===== config.mk =====
export PLATFORM = sky130hd
export DESIGN_NAME = text_to_signed_integer_parser
export DESIGN_NICKNAME = d
export VERILOG_FILES = /design/src/hdl/ttsip_pkg.sv /design/src/hdl/ttsip_ctrl.sv /design/src/hdl/ttsip_dp.sv /design/src/hdl/text_to_signed_integer_parser.sv
export SDC_FILE = /design/constraint.sdc
export NUM_CORES = 2
export LEC_CHECK = 0
export ABC_CLOCK_PERIOD_IN_PS = 10600
export BUFFER_PORTS_ARGS = -buffer_cell sky130_fd_sc_hd__buf_2
export CORE_MARGIN = 4
export CORE_UTILIZATION = 45
export DETAILED_ROUTE_END_ITERATION = 10
export GPL_TIMING_DRIVEN = 0
export PLACE_DENSITY = 0.59
export SYNTH_ARGS = -nofsm -noshare
export SYNTH_HDL_FRONTEND = slang
export SYNTH_SLANG_ARGS = --single-unit

===== constraint.sdc =====
create_clock -name i_clk -period 10.6 [get_ports i_clk]
set_input_delay 2.12 -clock i_clk [delete_from_list [all_inputs] [get_ports i_clk]]
set_output_delay 2.12 -clock i_clk [all_outputs]
set_load 0.02 [all_outputs]

===== src/hdl/ttsip_pkg.sv =====
// Shared types, constants and helpers for the text-to-signed-integer parser.
// No dependencies; used by ttsip_ctrl, ttsip_dp and the top level.
package ttsip_pkg;

    localparam int MAX_CHARS_DEF = 4096;
    localparam int POS_LIMIT     = 8191;
    localparam int POS_W         = 13;
    localparam int ACC_W         = 64;
    localparam int BASE_W        = 6;
    localparam int PROD_W        = ACC_W + BASE_W;

    localparam logic [BASE_W-1:0] RADIX_RESET = 6'd10;
    localparam logic [BASE_W-1:0] RADIX_MAX   = 6'd36;
    localparam logic [BASE_W-1:0] BASE_MIN    = 6'd2;
    localparam logic [BASE_W-1:0] BASE_OCT    = 6'd8;
    localparam logic [BASE_W-1:0] BASE_DEC    = 6'd10;
    localparam logic [BASE_W-1:0] BASE_HEX    = 6'd16;
    localparam logic [BASE_W-1:0] DIGIT_NONE  = 6'd36;

    localparam logic [ACC_W-1:0] VALUE_MAX = 64'h7FFF_FFFF_FFFF_FFFF;
    localparam logic [ACC_W-1:0] VALUE_MIN = 64'h8000_0000_0000_0000;

    // Character codes
    localparam logic [7:0] CH_TAB   = 8'h09;
    localparam logic [7:0] CH_CR    = 8'h0D;
    localparam logic [7:0] CH_SPACE = 8'h20;
    localparam logic [7:0] CH_PLUS  = 8'h2B;
    localparam logic [7:0] CH_MINUS = 8'h2D;
    localparam logic [7:0] CH_0     = 8'h30;
    localparam logic [7:0] CH_9     = 8'h39;
    localparam logic [7:0] CH_UA    = 8'h41;
    localparam logic [7:0] CH_UX    = 8'h58;
    localparam logic [7:0] CH_UZ    = 8'h5A;
    localparam logic [7:0] CH_LA    = 8'h61;
    localparam logic [7:0] CH_LX    = 8'h78;
    localparam logic [7:0] CH_LZ    = 8'h7A;
    localparam logic [7:0] DIGIT_OFS = 8'd10;

    typedef enum logic [1:0] {
        ST_OK       = 2'd0,
        ST_RANGE    = 2'd1,
        ST_BAD_BASE = 2'd2
    } t_status;

    // Controller -> datapath
    typedef struct packed {
        logic capture;     // take the input beat into the datapath
        logic clear;       // new string: drop all string state
        logic load_radix;
        logic set_neg;
        logic set_b10;
        logic set_b8;
        logic set_b16;
        logic mark_zero;   // leading '0' counted as a digit
        logic take;        // accumulate this digit
        logic finish;      // emit the converted value
        logic bad_base;    // emit the invalid-base result
        logic advance;     // bump the character position
    } t_dp_cmd;

    // Datapath -> controller, decoded from the captured beat and datapath state
    typedef struct packed {
        logic first;
        logic blank;
        logic sign;
        logic minus;
        logic zero_char;
        logic x_char;
        logic radix_bad;
        logic base0;
        logic base16;
        logic lt_base;
        logic lt8;
        logic lt10;
        logic out_full;
    } t_dp_status;

    function automatic logic [BASE_W-1:0] digit_of(input logic [7:0] c);
        logic [BASE_W-1:0] d;
        d = DIGIT_NONE;
        if (c >= CH_0 && c <= CH_9) begin
            d = BASE_W'(c - CH_0);
        end else if (c >= CH_LA && c <= CH_LZ) begin
            d = BASE_W'(c - CH_LA + DIGIT_OFS);
        end else if (c >= CH_UA && c <= CH_UZ) begin
            d = BASE_W'(c - CH_UA + DIGIT_OFS);
        end
        return d;
    endfunction

endpackage


===== src/hdl/ttsip_ctrl.sv =====
// Parser controller: input handshake, two-step sequencing and the parse phase.
// Depends on ttsip_pkg; drives ttsip_dp through t_dp_cmd.
module ttsip_ctrl import ttsip_pkg::*; (
    input  logic       i_clk,
    input  logic       i_rst_n,
    input  logic       i_in_valid,
    output logic       o_in_stall,
    input  t_dp_status i_st,
    output t_dp_cmd    o_cmd
);

    typedef enum logic [1:0] {
        S_TAKE = 2'b01,
        S_EXEC = 2'b10
    } t_step;

    typedef enum logic [5:0] {
        P_IDLE   = 6'b000001,
        P_LEAD   = 6'b000010,
        P_SIGNED = 6'b000100,
        P_ZERO   = 6'b001000,
        P_PREFIX = 6'b010000,
        P_DIGITS = 6'b100000
    } t_phase;

    t_step   r_step, n_step;
    t_phase  r_phase, n_phase;
    t_dp_cmd raw;
    logic    go;
    logic    use8;
    logic    use10;
    logic    commit;

    // Walk the phases for the captured byte; phases fall through as in a parser
    always_comb begin
        raw     = '0;
        n_phase = r_phase;
        go      = 1'b1;
        use8    = 1'b0;
        use10   = 1'b0;
        if (i_st.first) begin
            raw.clear = 1'b1;
            if (i_st.radix_bad) begin
                raw.bad_base = 1'b1;
                n_phase      = P_IDLE;
                go           = 1'b0;
            end else begin
                raw.load_radix = 1'b1;
                n_phase        = P_LEAD;
            end
        end else if (r_phase == P_IDLE) begin
            go = 1'b0;
        end
        raw.advance = go;

        if (go && n_phase == P_LEAD) begin
            if (i_st.blank) begin
                go = 1'b0;
            end else if (i_st.sign) begin
                raw.set_neg = i_st.minus;
                n_phase     = P_SIGNED;
                go          = 1'b0;
            end else begin
                n_phase = P_SIGNED;
            end
        end

        if (go) begin
            case (n_phase)
                P_SIGNED: begin
                    if (i_st.zero_char && (i_st.base0 || i_st.base16)) begin
                        raw.mark_zero = 1'b1;
                        n_phase       = P_ZERO;
                        go            = 1'b0;
                    end else begin
                        if (i_st.base0) begin
                            raw.set_b10 = 1'b1;
                            use10       = 1'b1;
                        end
                        n_phase = P_DIGITS;
                    end
                end
                P_ZERO: begin
                    if (i_st.x_char) begin
                        raw.set_b16 = 1'b1;
                        n_phase     = P_PREFIX;
                        go          = 1'b0;
                    end else begin
                        if (i_st.base0) begin
                            raw.set_b8 = 1'b1;
                            use8       = 1'b1;
                        end
                        n_phase = P_DIGITS;
                    end
                end
                P_PREFIX: n_phase = P_DIGITS;
                default: ;
            endcase
        end

        if (go) begin
            if (use10 ? i_st.lt10 : (use8 ? i_st.lt8 : i_st.lt_base)) begin
                raw.take = 1'b1;
            end else begin
                raw.finish = 1'b1;
                n_phase    = P_IDLE;
            end
        end
    end

    // A step that emits waits while the result register is still held
    assign commit = (r_step == S_EXEC) && !((raw.finish || raw.bad_base) && i_st.out_full);

    always_comb begin
        o_cmd         = commit ? raw : '0;
        o_cmd.capture = (r_step == S_TAKE) && i_in_valid;
    end

    assign o_in_stall = (r_step != S_TAKE);

    always_comb begin
        n_step = r_step;
        case (r_step)
            S_TAKE:  if (i_in_valid) n_step = S_EXEC;
            S_EXEC:  if (commit)     n_step = S_TAKE;
            default: n_step = S_TAKE;
        endcase
    end

    always_ff @(posedge i_clk) begin
        if (!i_rst_n) begin
            r_step  <= S_TAKE;
            r_phase <= P_IDLE;
        end else begin
            r_step <= n_step;
            if (commit) begin
                r_phase <= n_phase;
            end
        end
    end

endmodule


===== src/hdl/ttsip_dp.sv =====
// Parser datapath: radix register, byte capture, base multiplier, limit check,
// string state and result register. Depends on ttsip_pkg.
module ttsip_dp import ttsip_pkg::*; #(
    parameter int MAX_CHARS = MAX_CHARS_DEF
) (
    input  logic                    i_clk,
    input  logic                    i_rst_n,
    input  logic                    i_cfg_wr_en,
    input  logic [BASE_W-1:0]       i_cfg_wr_data,
    input  logic                    i_first_char,
    input  logic [7:0]              i_char_code,
    input  t_dp_cmd                 i_cmd,
    output t_dp_status              o_st,
    input  logic                    i_out_stall,
    output logic                    o_out_valid,
    output logic signed [ACC_W-1:0] o_value,
    output logic [1:0]              o_status,
    output logic [POS_W-1:0]        o_end_offset
);

    localparam logic [POS_W-1:0] POS_CAP =
        POS_W'((MAX_CHARS > POS_LIMIT) ? POS_LIMIT : MAX_CHARS);
    localparam logic [PROD_W-1:0] LIM_POS = PROD_W'(VALUE_MAX);
    localparam logic [PROD_W-1:0] LIM_NEG = PROD_W'(VALUE_MIN);

    logic [BASE_W-1:0] r_radix;
    logic              r_first;
    logic [7:0]        r_char;
    logic [PROD_W-1:0] r_prod;
    logic              r_neg, n_neg;
    logic [ACC_W-1:0]  r_acc, n_acc;
    logic [BASE_W-1:0] r_base, n_base;
    logic              r_saw, n_saw;
    logic              r_ovf, n_ovf;
    logic [POS_W-1:0]  r_pos, n_pos;
    logic [POS_W-1:0]  r_dend, n_dend;
    logic              r_ovalid;
    logic [ACC_W-1:0]  r_value, n_value;
    t_status           r_status, n_status;
    logic [POS_W-1:0]  r_end, n_end;

    logic [BASE_W-1:0] cur_base;
    logic [BASE_W-1:0] base_m;
    logic [BASE_W-1:0] dig;
    logic [PROD_W-1:0] n_prod;
    logic [PROD_W-1:0] prod_use;
    logic [PROD_W-1:0] sum;
    logic              hit;
    logic              c_neg, c_saw, c_ovf;
    logic [ACC_W-1:0]  c_acc;
    logic [POS_W-1:0]  c_pos, c_dend, dend_new;
    logic              emit;

    // Status for the controller, from the captured beat, the radix and base registers and the result register
    assign cur_base = r_first ? r_radix : r_base;
    assign dig      = digit_of(r_char);

    always_comb begin
        o_st           = '0;
        o_st.first     = r_first;
        o_st.blank     = (r_char == CH_SPACE) || (r_char >= CH_TAB && r_char <= CH_CR);
        o_st.sign      = (r_char == CH_PLUS) || (r_char == CH_MINUS);
        o_st.minus     = (r_char == CH_MINUS);
        o_st.zero_char = (r_char == CH_0);
        o_st.x_char    = (r_char == CH_LX) || (r_char == CH_UX);
        o_st.radix_bad = (r_radix == 6'd1) || (r_radix > RADIX_MAX);
        o_st.base0     = (cur_base == '0);
        o_st.base16    = (cur_base == BASE_HEX);
        o_st.lt_base   = (dig < cur_base);
        o_st.lt8       = (dig < BASE_OCT);
        o_st.lt10      = (dig < BASE_DEC);
        o_st.out_full  = r_ovalid && i_out_stall;
    end

    // acc * base is formed as the beat is taken; the decode step only adds
    assign base_m = (r_base < BASE_MIN) ? BASE_MIN : r_base;
    assign n_prod = PROD_W'(r_acc) * PROD_W'(base_m);

    assign c_neg  = i_cmd.clear ? 1'b0 : r_neg;
    assign c_acc  = i_cmd.clear ? '0 : r_acc;
    assign c_saw  = i_cmd.clear ? 1'b0 : r_saw;
    assign c_ovf  = i_cmd.clear ? 1'b0 : r_ovf;
    assign c_pos  = i_cmd.clear ? '0 : r_pos;
    assign c_dend = i_cmd.clear ? '0 : r_dend;

    assign prod_use = i_cmd.clear ? '0 : r_prod;
    assign sum      = prod_use + PROD_W'(dig);
    assign hit      = sum > (c_neg ? LIM_NEG : LIM_POS);
    assign dend_new = (c_pos >= POS_CAP) ? POS_CAP : c_pos + 1'b1;

    always_comb begin
        n_neg  = c_neg | i_cmd.set_neg;
        n_base = r_base;
        if (i_cmd.clear)      n_base = '0;
        if (i_cmd.load_radix) n_base = r_radix;
        if (i_cmd.set_b10)    n_base = BASE_DEC;
        if (i_cmd.set_b8)     n_base = BASE_OCT;
        if (i_cmd.set_b16)    n_base = BASE_HEX;
        n_acc = c_acc;
        if (i_cmd.take && !c_ovf && !hit) begin
            n_acc = sum[ACC_W-1:0];
        end
        n_ovf  = c_ovf | (i_cmd.take & hit);
        n_saw  = c_saw | i_cmd.take | i_cmd.mark_zero;
        n_dend = (i_cmd.take || i_cmd.mark_zero) ? dend_new : c_dend;
        n_pos  = (i_cmd.advance && c_pos < POS_CAP) ? c_pos + 1'b1 : c_pos;
    end

    // Result formed from the string state as it stands before this byte
    assign emit = i_cmd.finish || i_cmd.bad_base;

    always_comb begin
        n_value = '0;
        if (c_saw) begin
            if (c_ovf) begin
                n_value = c_neg ? VALUE_MIN : VALUE_MAX;
            end else begin
                n_value = c_neg ? (~c_acc + 1'b1) : c_acc;
            end
        end
        if (i_cmd.bad_base) begin
            n_status = ST_BAD_BASE;
        end else if (c_ovf) begin
            n_status = ST_RANGE;
        end else begin
            n_status = ST_OK;
        end
        n_end = c_saw ? c_dend : '0;
    end

    always_ff @(posedge i_clk) begin
        if (!i_rst_n) begin
            r_radix  <= RADIX_RESET;
            r_first  <= 1'b0;
            r_neg    <= 1'b0;
            r_acc    <= '0;
            r_base   <= '0;
            r_saw    <= 1'b0;
            r_ovf    <= 1'b0;
            r_pos    <= '0;
            r_dend   <= '0;
            r_ovalid <= 1'b0;
        end else begin
            if (i_cfg_wr_en) begin
                r_radix <= i_cfg_wr_data;
            end
            if (i_cmd.capture) begin
                r_first <= i_first_char;
            end
            r_neg  <= n_neg;
            r_acc  <= n_acc;
            r_base <= n_base;
            r_saw  <= n_saw;
            r_ovf  <= n_ovf;
            r_pos  <= n_pos;
            r_dend <= n_dend;
            if (emit) begin
                r_ovalid <= 1'b1;
            end else if (!i_out_stall) begin
                r_ovalid <= 1'b0;
            end
        end
    end

    always_ff @(posedge i_clk) begin
        if (i_cmd.capture) begin
            r_char <= i_char_code;
            r_prod <= n_prod;
        end
        if (emit) begin
            r_value  <= n_value;
            r_status <= n_status;
            r_end    <= n_end;
        end
    end

    assign o_out_valid  = r_ovalid;
    assign o_value      = $signed(r_value);
    assign o_status     = r_status;
    assign o_end_offset = r_end;

endmodule


===== src/hdl/text_to_signed_integer_parser.sv =====
// Streaming text-to-signed-integer parser, top level.
// Depends on ttsip_pkg, ttsip_ctrl and ttsip_dp.
//
// Takes one character per beat (first_char opens a string) and gives one result,
// on the character that ends the number: the value, saturated to the 64-bit
// signed limits on overflow, a status (ok, out of range, invalid base) and the
// end offset. Each character goes through two steps: capture, while the
// 64x6 multiplier forms accumulator times base, then the digit add, the limit
// compare and the phase decode. The result sits in an output register; further
// characters are taken while it waits, and only the decode of a character that
// would produce the next result holds until the register is free. The radix
// register is sampled on each first character. There is no clearing pass.
module text_to_signed_integer_parser import ttsip_pkg::*; #(
    parameter int MAX_CHARS = MAX_CHARS_DEF
) (
    input  logic                    i_clk,
    input  logic                    i_rst_n,
    input  logic                    i_cfg_wr_en,
    input  logic [BASE_W-1:0]       i_cfg_wr_data,
    input  logic                    i_in_valid,
    output logic                    o_in_stall,
    input  logic                    i_first_char,
    input  logic [7:0]              i_char_code,
    output logic                    o_out_valid,
    input  logic                    i_out_stall,
    output logic signed [ACC_W-1:0] o_value,
    output logic [1:0]              o_status,
    output logic [POS_W-1:0]        o_end_offset
);

    t_dp_cmd    cmd;
    t_dp_status st;

    ttsip_ctrl u_ctrl (
        .i_clk      (i_clk),
        .i_rst_n    (i_rst_n),
        .i_in_valid (i_in_valid),
        .o_in_stall (o_in_stall),
        .i_st       (st),
        .o_cmd      (cmd)
    );

    ttsip_dp #(
        .MAX_CHARS (MAX_CHARS)
    ) u_dp (
        .i_clk         (i_clk),
        .i_rst_n       (i_rst_n),
        .i_cfg_wr_en   (i_cfg_wr_en),
        .i_cfg_wr_data (i_cfg_wr_data),
        .i_first_char  (i_first_char),
        .i_char_code   (i_char_code),
        .i_cmd         (cmd),
        .o_st          (st),
        .i_out_stall   (i_out_stall),
        .o_out_valid   (o_out_valid),
        .o_value       (o_value),
        .o_status      (o_status),
        .o_end_offset  (o_end_offset)
    );

    // A result is never written over one that is still held
    a_no_overwrite: assert property (@(posedge i_clk) disable iff (!i_rst_n)
        (cmd.finish || cmd.bad_base) |-> !st.out_full)
        else $error("result register overwritten while held");

    // Every accepted beat is followed by its decode cycle
    a_two_step: assert property (@(posedge i_clk) disable iff (!i_rst_n)
        (i_in_valid && !o_in_stall) |=> o_in_stall)
        else $error("beat accepted without decode step");

    a_bad_base_empty: assert property (@(posedge i_clk) disable iff (!i_rst_n)
        (o_out_valid && o_status == ST_BAD_BASE) |-> (o_value == '0 && o_end_offset == '0))
        else $error("invalid-base result carries data");

    a_range_saturates: assert property (@(posedge i_clk) disable iff (!i_rst_n)
        (o_out_valid && o_status == ST_RANGE) |->
            (o_value == $signed(VALUE_MAX) || o_value == $signed(VALUE_MIN)))
        else $error("out-of-range result not saturated");

endmodule


==> metrics.csv <==
stage;metric;value;unit
hold_path;min-delay src;u_dp.r_dend[11];
routing;detail-routed via count per cell;5.986;
power_and_ir_drop;maximum vdd drop;81.54;uV
timing;share of the clock period used by the worst path after layout;96.72;%
clock_network;number of buffers on the longest clock path;3;
floorplanning;Core Area;60580;um^2
floorplanning;floorplan die height;255.7;um
routing;DRC;0;
floorplanning;starting density of the core;45.57;%
clock_network;clock tree from TritonCTS;yes;
timing;actual slew at the worst max-slew pin;1.305;ns
worst_setup_path;crit path DAT;10.69;ns
clock_network;Reg clk slew, reported paths;0.06;ns
routing;count of nets left with antenna violations after detail routing;0;
timing;top achievable clock speed;0.09754;GHz
timing;RSZ-0062 raised after global routing;false;
floorplanning;number of placed I/O pins;101;
global_routing;antenna violations before repair;4;
timing;max-slew headroom at the worst pin;12.70;%
yosys;Yosys warnings;0;
worst_setup_path;element type at the critical path start;flip-flop;
yosys;cell accounting for the most synthesized area;sky130_fd_sc_hd__fa_1;
layout;final-layout fill cell count;5782;
global_routing;global route overflow;0;
hold_path;Tightest Hold Check Type;reg2reg;
global_routing;maximum number of pins on one net before global-route repair;72;
place;quantity of I/O buffers inserted on ports;98;
routing;vias;24250;
place;placed wire-length estimate;75120;um
power_and_ir_drop;Net Sw Frac;24.87;%
yosys;number of distinct library cells after synthesis;90;
yosys;share of the synthesized area in the top cell type;18.13;%
clock_network;post-CTS setup buffer count;0;
layout;net count reported at finish;3677;
timing;Period minus WS final;10.25;ns
floorplanning;Placement Rows;90;
worst_setup_path;sort of element at the end of the critical path;flip-flop;
power_and_ir_drop;Gate power share;6.7;%
worst_setup_path;R2R cell count;37;
worst_setup_path;r2r endpoint;u_dp.r_acc[57];
timing;setup violation total in the final timing report;0;
clock_network;clk_lat worst skew;0.57;ns
layout;final cell count without fillers;4051;
worst_setup_path;kind of critical path;reg2reg;
place;placed instance area;29170;um^2
worst_setup_path;Crit Reg-Reg Startpoint;u_dp.r_char[1];
global_routing;via count of the first global-routing pass;24130;
layout;antenna diode count;0;
routing;wire length after detailed routing;95280;um
yosys;count of mapped cells out of synthesis;3105;
yosys;leading register cell type out of synthesis;sky130_fd_sc_hd__edfxtp_1;
clock_network;clock root buffer;sky130_fd_sc_hd__clkbuf_16;
power_and_ir_drop;Clk network pwr share;48.6;%
yosys;top area cells in the synthesized netlist;sky130_fd_sc_hd__fa_1 (18%), sky130_fd_sc_hd__edfxtp_1 (17%), sky130_fd_sc_hd__dfxtp_1 (8.3%);
power_and_ir_drop;Design Power;0.002584;W
worst_setup_path;largest incremental delay on the critical path;0.52;ns
clock_network;quantity of hold-fixing buffers added after cts;0;
power_and_ir_drop;total internal power;0.001942;W
worst_setup_path;Crit-path slowest cell;sky130_fd_sc_hd__edfxtp_1;
worst_setup_path;Register-to-Register Setup Slack;0.35;ns
yosys;FF+latch count, synth;272;
clock_network;# clock sinks;272;
timing;post-route clock skew;0.02671;ns
timing;Hold Vio Cnt, Final;0;
routing;DR pass1 iterations;5;
clock_network;maximum level of the CTS H-tree;2;
power_and_ir_drop;leakage power summed over all cells;13.55;nW
power_and_ir_drop;Switch Pwr;0.0006427;W
yosys;total standard cell area after synthesis;27610;um^2
power_and_ir_drop;Power Dens Cells;84.81;nW/um^2
outcome;result of the run;completed;
layout;storage element area;7017;um^2
layout;area used by multi-input combinational logic;19200;um^2
worst_setup_path;critical path peak fanout;10;
routing;number of DRC violations after detailed-routing iteration 0;2330;
place;placed cell count;3989;
floorplanning;full die area;65380;um^2
worst_setup_path;required time worst endpoint;11.04;ns
place;Final Wtd Congestion;0.9792;
layout;share of cells above drive strength 1;7.128;%
routing;post-DR wirelength/cell;23.52;um
yosys;post-synthesis average cell area;8.892;um^2
yosys;number of enable flip-flop cells after synthesis;157;
layout;synth-to-layout area growth;10.36;%
timing;Final Slew Violations;0;
hold_path;sink of the worst hold path;u_dp.r_dend[11];
clock_network;number of buffers inserted during clock tree synthesis;35;
yosys;syn_nets;3539;
global_routing;global-route wire length before repair;146100;um
timing;final-layout setup total negative slack;0;ns
layout;final design area excluding fillers;30470;um^2
yosys;sequential area share after synthesis;25.41;%
hold_path;depth of the worst hold-timing path;2;
flow_run;# Max-Cap Violations;0;
timing;minimum hold slack;0.4546;ns
power_and_ir_drop;part of the power in registers;44.6;%
floorplanning;Horiz. Die Dim;255.7;um
global_routing;Overall Global Routing Usage;28.60;%
yosys;fraction of synthesis flops using an asynchronous set or reset pin;0;%
[synth_stat cells (22+ instances only)]
library cell,number
sky130_fd_sc_hd__xnor2_1,93
sky130_fd_sc_hd__xor2_1,78
sky130_fd_sc_hd__nand4_1,35
sky130_fd_sc_hd__inv_1,184
sky130_fd_sc_hd__fa_1,250
sky130_fd_sc_hd__edfxtp_1,157
sky130_fd_sc_hd__nand3_1,109
sky130_fd_sc_hd__and3_1,65
sky130_fd_sc_hd__nor2b_1,97
sky130_fd_sc_hd__a21boi_1,54
sky130_fd_sc_hd__a21oi_1,159
sky130_fd_sc_hd__ha_1,164
sky130_fd_sc_hd__o21ai_0,86
sky130_fd_sc_hd__o21a_1,24
sky130_fd_sc_hd__dfxtp_1,115
sky130_fd_sc_hd__nand2_1,317
sky130_fd_sc_hd__a21o_1,83
sky130_fd_sc_hd__or3_1,67
sky130_fd_sc_hd__clkbuf_1,173
sky130_fd_sc_hd__and2_1,154
sky130_fd_sc_hd__nor3_1,47
sky130_fd_sc_hd__nor2_1,237
sky130_fd_sc_hd__buf_2,22
[placed cells by master (no fill, tap or decap), types with 35 or more instances in the layout]
master and instances:
sky130_fd_sc_hd__nor2_1 236, sky130_fd_sc_hd__buf_2 119, sky130_fd_sc_hd__nor3_1 46, sky130_fd_sc_hd__xnor2_1 93, sky130_fd_sc_hd__and2_1 153, sky130_fd_sc_hd__nor2b_1 97, sky130_fd_sc_hd__and3_1 65, sky130_fd_sc_hd__nand4_1 35
sky130_fd_sc_hd__clkbuf_1 175, sky130_fd_sc_hd__nand2_1 317, sky130_fd_sc_hd__or3_1 67, sky130_fd_sc_hd__nand3_1 109, sky130_fd_sc_hd__a21boi_1 55, sky130_fd_sc_hd__a21oi_1 158, sky130_fd_sc_hd__dfxtp_1 115, sky130_fd_sc_hd__edfxtp_1 157
sky130_fd_sc_hd__clkbuf_16 37, sky130_fd_sc_hd__inv_1 183, sky130_fd_sc_hd__fa_1 250, sky130_fd_sc_hd__o21ai_0 83, sky130_fd_sc_hd__a21o_1 83, sky130_fd_sc_hd__ha_1 164, sky130_fd_sc_hd__xor2_1 78
[power groups by stage]
stage | registers [W] | logic [W] | clock network, W
global route | 0.00116 | 0.000188 | 0.00131
global placement | 0.00118 | 0.000159 | 0
finish | 0.00115 | 0.000174 | 0.00126
CTS | 0.00115 | 0.000170 | 0.00127
detailed placement | 0.00118 | 0.000168 | 0
floorplan | 0.00117 | 0.000109 | 0
[critical path, delay by kind of cell, from the launching register on]
family | cells | cell delay, ns
fa+ha+maj | 4 | 1.18
buf+inv | 5 | 1.63
compound gates | 15 | 3.55
xor+xnor | 1 | 0.21
flops | 1 | 0.52
simple gates | 12 | 2.99
[worst max-delay path by stage]
stage / depth (start not counted) / startpoint / end
floorplan: 41 / u_dp.r_char[0] / u_dp.r_acc[57]
global placement: 38 / u_dp.r_char[0] / u_dp.r_acc[14]
detailed placement: 40 / u_dp.r_char[0] / u_dp.r_acc[35]
CTS: 39 / u_dp.r_char[0] / u_dp.r_acc[35]
global route: 38 / u_dp.r_char[0] / u_dp.r_acc[35]
finish: 37 / u_dp.r_char[1] / u_dp.r_acc[57]
[through the flow]
stage | worst slack [ns] | util (%)
5_1_grt | 0.009900 | 50.30
4_1_cts | 0.09562 | 50.23
6_report | 0.3474 | 50.30
3_5_place_dp | -1.632 | 48.15
2_1_floorplan | 2.231 | -
3_3_place_gp | -2.840 | 48.00
[cell families after synthesis]
kind of cell	after synthesis	share of synthesized area, %
AND/OR/NAND/NOR	1226	22.50
AO/OA/AOI/OAI	610	14.96
adder cells (fa/ha/maj)	414	25.56
buffers and inverters	394	5.484
flip-flops	272	25.41
XOR/XNOR	171	5.425
multiplexers	18	0.6571
[cell type report]
| cell class | instances | area share (%) |
|---|---|---|
| Inverter | 185 | 2.287 |
| Clock buffer | 46 | 3.182 |
| Buffer | 208 | 2.722 |
| Multi-Input combinational cell | 2439 | 63.00 |
| Tap cell | 782 | 3.211 |
| Clock inverter | 17 | 0.7227 |
| Sequential cell | 272 | 23.03 |
| Timing Repair Buffer | 102 | 1.848 |
[sequential cells by signal, indices dropped and copies added, names as in the netlist]
name / count
u_dp.r_prod: 70
u_dp.o_value: 64
u_dp.r_acc: 64
u_dp.o_end_offset: 13
u_dp.r_dend: 13
u_dp.r_pos: 13
u_dp.r_char: 8
u_ctrl.r_phase: 6
u_dp.r_base: 6
u_dp.r_radix: 6
u_ctrl.r_step: 2
u_dp.o_status: 2
u_dp.o_out_valid: 1
u_dp.r_first: 1
u_dp.r_neg: 1
u_dp.r_ovf: 1
u_dp.r_saw: 1
[what timing repair did]
item | in CTS | in global routing
endpoints found under the setup margin | 65 | 64
gates resized for setup | 17 | 13
pin swaps | 0 | 1
[metal layers]
metal / share of wire, % / GRT usage (%) / vias to the layer above / wire length (um)
met5: 0.014 / 0 / - / 13
met4: 3.9 / 9.615 / 2 / 3740
met3: 7.5 / 4.363 / 185 / 7117
met2: 46 / 46.27 / 1005 / 43420
met1: 43 / 39.49 / 12090 / 40990
li1: - / - / 10970 / -
No activity file was read; power rests on OpenSTA's default activity.
